[config.mk]
export PLATFORM = sky130hd
export DESIGN_NAME = jets_ctrl
export DESIGN_NICKNAME = d
export VERILOG_FILES = /design/src/rtl/jets_pkg.sv /design/src/rtl/jets_ctrl.sv
export SDC_FILE = /design/constraint.sdc
export NUM_CORES = 1
export LEC_CHECK = 0
export ABC_AREA = 1
export CAP_MARGIN = 5
export CELL_PAD_IN_SITES_DETAIL_PLACEMENT = 2
export CELL_PAD_IN_SITES_GLOBAL_PLACEMENT = 2
export CORE_AREA = 8 8 45 47
export DETAILED_ROUTE_END_ITERATION = 6
export DIE_AREA = 0 0 53 55
export DONT_BUFFER_PORTS = 1
export MAX_ROUTING_LAYER = met4
export PLACE_DENSITY = 0.52
export SLEW_MARGIN = 20
export SYNTH_ARGS = -nofsm -noshare
export SYNTH_HDL_FRONTEND = slang
export SYNTH_SLANG_ARGS = --single-unit
[constraint.sdc]
create_clock -name clk -period 1.37 [get_ports clk]
set_input_delay 0.0685 -clock clk [delete_from_list [all_inputs] [get_ports clk]]
set_output_delay 0.0685 -clock clk [all_outputs]
set_load 0.02 [all_outputs]
[src/rtl/jets_pkg.sv]
`timescale 1ns / 1ps
// ----------------------------------------------------------------------------
// jets_pkg
// shared types, register codes and reset values of the julia escape-time core
// ----------------------------------------------------------------------------
package jets_pkg;

	localparam int DEF_SCREEN_WIDTH  = 512;
	localparam int DEF_SCREEN_HEIGHT = 512;
	localparam int DEF_FRACTION_BITS = 28;

	localparam int PIX_W     = 9;
	localparam int COORD_W   = 32;
	localparam int PROD_W    = 64;
	localparam int CFG_IDX_W = 2;
	localparam int ITER_W    = 8;
	localparam int CHAN_W    = 8;

	localparam logic [ITER_W-1:0] MAX_ITERS = 8'd255;

	// configuration register reset values
	localparam logic signed [31:0] RST_C_REAL       = 32'sd107374182;
	localparam logic signed [31:0] RST_C_IMAG       = 32'sd53687091;
	localparam logic [30:0]        RST_PIXEL_STEP   = 31'd1048576;
	localparam logic [30:0]        RST_ESCAPE_LIMIT = 31'd1073741824;

	typedef enum logic [CFG_IDX_W-1:0] {
		REG_C_REAL       = 2'd0,
		REG_C_IMAG       = 2'd1,
		REG_PIXEL_STEP   = 2'd2,
		REG_ESCAPE_LIMIT = 2'd3
	} cfg_reg_t;

	typedef enum logic [2:0] {
		ST_IDLE,
		ST_INIT,
		ST_LOAD,
		ST_MUL,
		ST_UPD,
		ST_COLOR
	} state_t;

	// controller to datapath
	typedef struct packed {
		logic load_pix;
		logic sel_init;
		logic load_z;
		logic upd;
	} cmd_t;

	// datapath to controller
	typedef struct packed {
		logic done;
		logic escaped;
	} stat_t;

	typedef struct packed {
		logic [ITER_W-1:0] iterations;
		logic [CHAN_W-1:0] red;
		logic [CHAN_W-1:0] green;
		logic [CHAN_W-1:0] blue;
		logic              colour_valid;
	} result_t;

endpackage

[src/rtl/jets_ctrl.sv]
`timescale 1ns / 1ps
// ----------------------------------------------------------------------------
// jets_ctrl
// sequencer for one pixel: start point, square/update loop, colour hand-off
// ----------------------------------------------------------------------------
module jets_ctrl import jets_pkg::*; (
	input  logic  clk,
	input  logic  arst_n,
	input  logic  s_tvalid,
	output logic  s_tready,
	input  stat_t stat,
	input  logic  out_free,
	output logic  out_load,
	output cmd_t  cmd
);

	state_t state_q, state_d;

	always_ff @(posedge clk or negedge arst_n) begin
		if (!arst_n) begin
			state_q <= ST_IDLE;
		end else begin
			state_q <= state_d;
		end
	end

	always_comb begin
		state_d  = state_q;
		cmd      = '0;
		s_tready = 1'b0;
		out_load = 1'b0;
		unique case (state_q)
			ST_IDLE: begin
				s_tready = 1'b1;
				if (s_tvalid) begin
					cmd.load_pix = 1'b1;
					state_d = ST_INIT;
				end
			end
			ST_INIT: begin
				cmd.sel_init = 1'b1;
				state_d = ST_LOAD;
			end
			ST_LOAD: begin
				cmd.load_z = 1'b1;
				state_d = ST_MUL;
			end
			ST_MUL: begin
				state_d = ST_UPD;
			end
			ST_UPD: begin
				cmd.upd = 1'b1;
				state_d = stat.done ? ST_COLOR : ST_MUL;
			end
			ST_COLOR: begin
				if (out_free) begin
					out_load = 1'b1;
					state_d = ST_IDLE;
				end
			end
			default: begin
				state_d = ST_IDLE;
			end
		endcase
	end

`ifndef ASSERT_OFF
	a_upd_after_mul: assert property (@(posedge clk) disable iff (!arst_n)
		(state_q == ST_UPD) |-> ($past(state_q) == ST_MUL))
		else $error("update without fresh products");
	a_load_free: assert property (@(posedge clk) disable iff (!arst_n)
		out_load |-> out_free)
		else $error("output register overwritten");
	a_accept_init: assert property (@(posedge clk) disable iff (!arst_n)
		(s_tvalid && s_tready) |=> (state_q == ST_INIT))
		else $error("accepted item not started");
`endif

endmodule
Word level (Yosys, flattened, before mapping). Cells that the tools add are included.

Register bits: 3.

Equal/unequal tests: 7. Mux-type cells: 12. Reduce and logical (&&, ||, !) cells: 2.

Operators with widths (count): $pmux W3 S6 (1); $mux W3 (3); $mux W1 (8); $eq A3 B2 Y1 const B (2); $eq A3 B3 Y1 const B (2); $ne A2 B2 Y1 const B (2); $eq A3 B1 Y1 const B (1); $logic_not A3 Y1 (1); $reduce_and A2 Y1 (1).

Depth between registers and ports, before layout.
Depth after elaboration: 3. Depth in mapped cells: 5.

Least setup slack after synthesis. Ideal clock, no wire load.

Path type: register to output. Start: register state_q[1]. End: output out_load. Data required time: 1302 ps. Path buffers: 0. Arrival: 999 ps. Path slack: 303 ps. Stages on the path, launching flop included: 4. Path through: dfrtp_1 > inv_2 > nand2_2 > nor3_1.

Longest elaborated chain between the ends: 2.

RTL lines: start: declaration (RTL line jets_ctrl.sv:17) `state_t state_q, state_d;`; start signal: assignment (RTL line jets_ctrl.sv:23) `state_q <= state_d;`; $eq A3 B3 Y1 (RTL line jets_ctrl.sv:32) `unique case (state_q)`; $mux W1 (RTL line jets_ctrl.sv:32); end: declaration (RTL line jets_ctrl.sv:13) `output logic out_load,`.

Every way passes these cells.

==> impl_metrics.tcl <==
set metrics [dict create \
    slew_viol_final 0 \
    clock_skew_ns 0.000165 \
    fin_crit_sh_pct 91.1 \
    synth_warnings 0 \
    rows 14 \
    regMostFlops "state_q" \
    tightest_slew_ns 0.396 \
    p_leak_nw 0.147 \
    maxCapViolCount 0 \
    ys_ff_latch 3 \
    finalSetupTns_ns 0 \
    path_clk_slew_ns 0.04 \
    die_h_um 55 \
    synthFlopType "dfrtp_1" \
    via_per_inst 3.91 \
    min_path_cells 3 \
    status "finished, final reports clean" \
    synth_top_area_share_pct 38.0 \
    io_pins 12 \
    rsz0062_at_grt "false" \
    start_util_pct 14.3 \
    vias 211 \
    worst_path_max_delay_cell "dfrtp_1" \
    synthDistinctLibCells 12 \
    wl_per_cell_um 11.3 \
    core_area_um2 1380 \
    clockRootBuffer "clkbuf_4" \
    period_minus_slack_ns 1.25 \
    drt_iter0_markers 2 \
    maxSlewHeadroom_pct 73.5 \
    hold_ws_ns 0.00275 \
    post_synth.cell_area_avg_um2 6.38 \
    setup_viol 0 \
    pre_cts_ws_ns 0.326 \
    drive_gt1_share_pct 26.3 \
    syn_nets 37 \
    syn_area_um2 198 \
    crit_path_cell_trace "inv_1 -> nand2_1 -> nor2_1" \
    fin_ws_ns 0.122 \
    place_congestion 0.756 \
    first_global_vias 246 \
    critPathLaunchType "register" \
    grt_pass1_wl_mm 1.00 \
    arrival_ns 1.18 \
    synth_edf_count 0 \
    ff2ff_setup_slack_ns 0.41 \
    layout.nets 45 \
    postSynthCellCount 31 \
    hpwl_um 513 \
    drc_errors 0 \
    gr-total-overflow 0 \
    rr_worst_depth 4 \
    wl_um 611 \
    cts.sinks 3 \
    largest_register_ffs 3 \
    slowest_delay_ns 0.45 \
    cts_buffer_depth 2 \
    drtPass1Iterations 2 \
    cts_tree "yes" \
    ys_seq_area_share_pct 38.0 \
    h-tree-depth 1 \
    hold_class "in -> reg" \
    ys_top_cells_by_area "dfrtp_1, nand2_1, inv_1" \
    async_reset_ff_share_pct 100 \
    cp.required_ns 1.30 \
    diodes 0 \
    clock_latency_ns 0.23 \
    syn2layout_area_growth_pct 37.3 \
    peakVddDrop_v 0.000646 \
    hold_violations 0 \
    track_usage_pct 5.08 \
    die-area_um2 2920 \
    critPathKind "reg -> out" \
    numCtsBuffers 3 \
    power_density_nw_per_um2 2700 \
    worstSetupEndpointType "output port" \
    critPathMaxFanout 6 \
    grt_max_degree 8 \
    io_buffers 0 \
    die_w_um 53 \
    yosysMostFrequentCell "nand2_1" \
    yosys-top-cells-count "nand2_1, inv_1, nor2_1, dfrtp_1" \
    ant_nets 0 \
    antenna_found_initial 0 \
    synth_top_area_cell "dfrtp_1" \
    fmax_ghz 0.801 \
    reg_top3 "state_q: 3 flops" \
]
-- path summary, 6_finish.rpt --
| path | from | to |
|---|---|---|
| setup / recovery | state_q[0]$_DFFE_PN0P_ | cmd[1] |
| hold / removal | stat[1] | state_q[1]$_DFFE_PN0P_ |
| setup reg to reg | state_q[0]$_DFFE_PN0P_ | state_q[0]$_DFFE_PN0P_ |
| hold reg to reg | state_q[1]$_DFFE_PN0P_ | state_q[1]$_DFFE_PN0P_ |
| max in group asynchronous | arst_n | state_q[2]$_DFFE_PN0P_ |
| min in group asynchronous | arst_n | state_q[0]$_DFFE_PN0P_ |
-- cell families (layout without fill, tap and decap cells) --
kind of cell    after synthesis  after routing  synth area share [%]
simple gates                 16             16                  36.7
buf+inv                       8             15                  15.2
compound gates                4              4                  10.1
flops                         3              3                  38.0
-- layout make-up --
type / count / area (um2)
Fill cell: 174 / 1110
Timing Repair Buffer: 3 / 25.0
Inverter: 8 / 30.0
Multi-Input combinational cell: 20 / 95.1
Sequential cell: 3 / 75.1
Clock buffer: 4 / 26.3
Tap cell: 16 / 20.0
-- metrics by stage --
stage	utilization [%]	cells	instance area, um2	power [mW]
5_1_grt	19.6	54	272	0.807
6_report	19.6	54	272	0.732
3_5_place_dp	16.8	49	233	0.588
3_3_place_gp	16.8	49	233	0.578
4_1_cts	19.4	54	269	0.758
2_1_floorplan	-	31	198	0.481
-- report_power, final --
part	leakage [nW]	internal, mW	switching [mW]
clock	0.0150	0.109	0.0446
combinational	0.0949	0.110	0.252
sequential	0.0367	0.134	0.0810
-- what timing repair did --
action                                  CTS  global route
endpoints found under the hold margin     3             0
buffers inserted                          0             0
resized for setup                         0             1
endpoints found under the setup margin    0             1
hold buffers                              1             0
-- worst max-delay path, delay by kind of cell (launching register included) --
family / cells / cell delay [ns]
flops: 1 / 0.45
simple gates: 2 / 0.39
buf+inv: 1 / 0.11
-- placed cells by master (no fill, tap or decap), drive strengths merged --
master / n
inv: 7
clkbuf: 4
o21ai: 2
buf: 2
nand4: 1
dfrtp: 3
nor2: 5
nor3: 2
nand2: 8
dlygate4sd3: 1
a21oi: 2
clkinv: 1
-- layer usage --
metal	wire (um)	global-route usage (%)	part of all wire, %
met5	0	-	0
met4	0	6.47	0
met3	48	1.60	7.9
met2	316	7.42	52
met1	245	4.73	40
(Power assumes the default switching activity.)
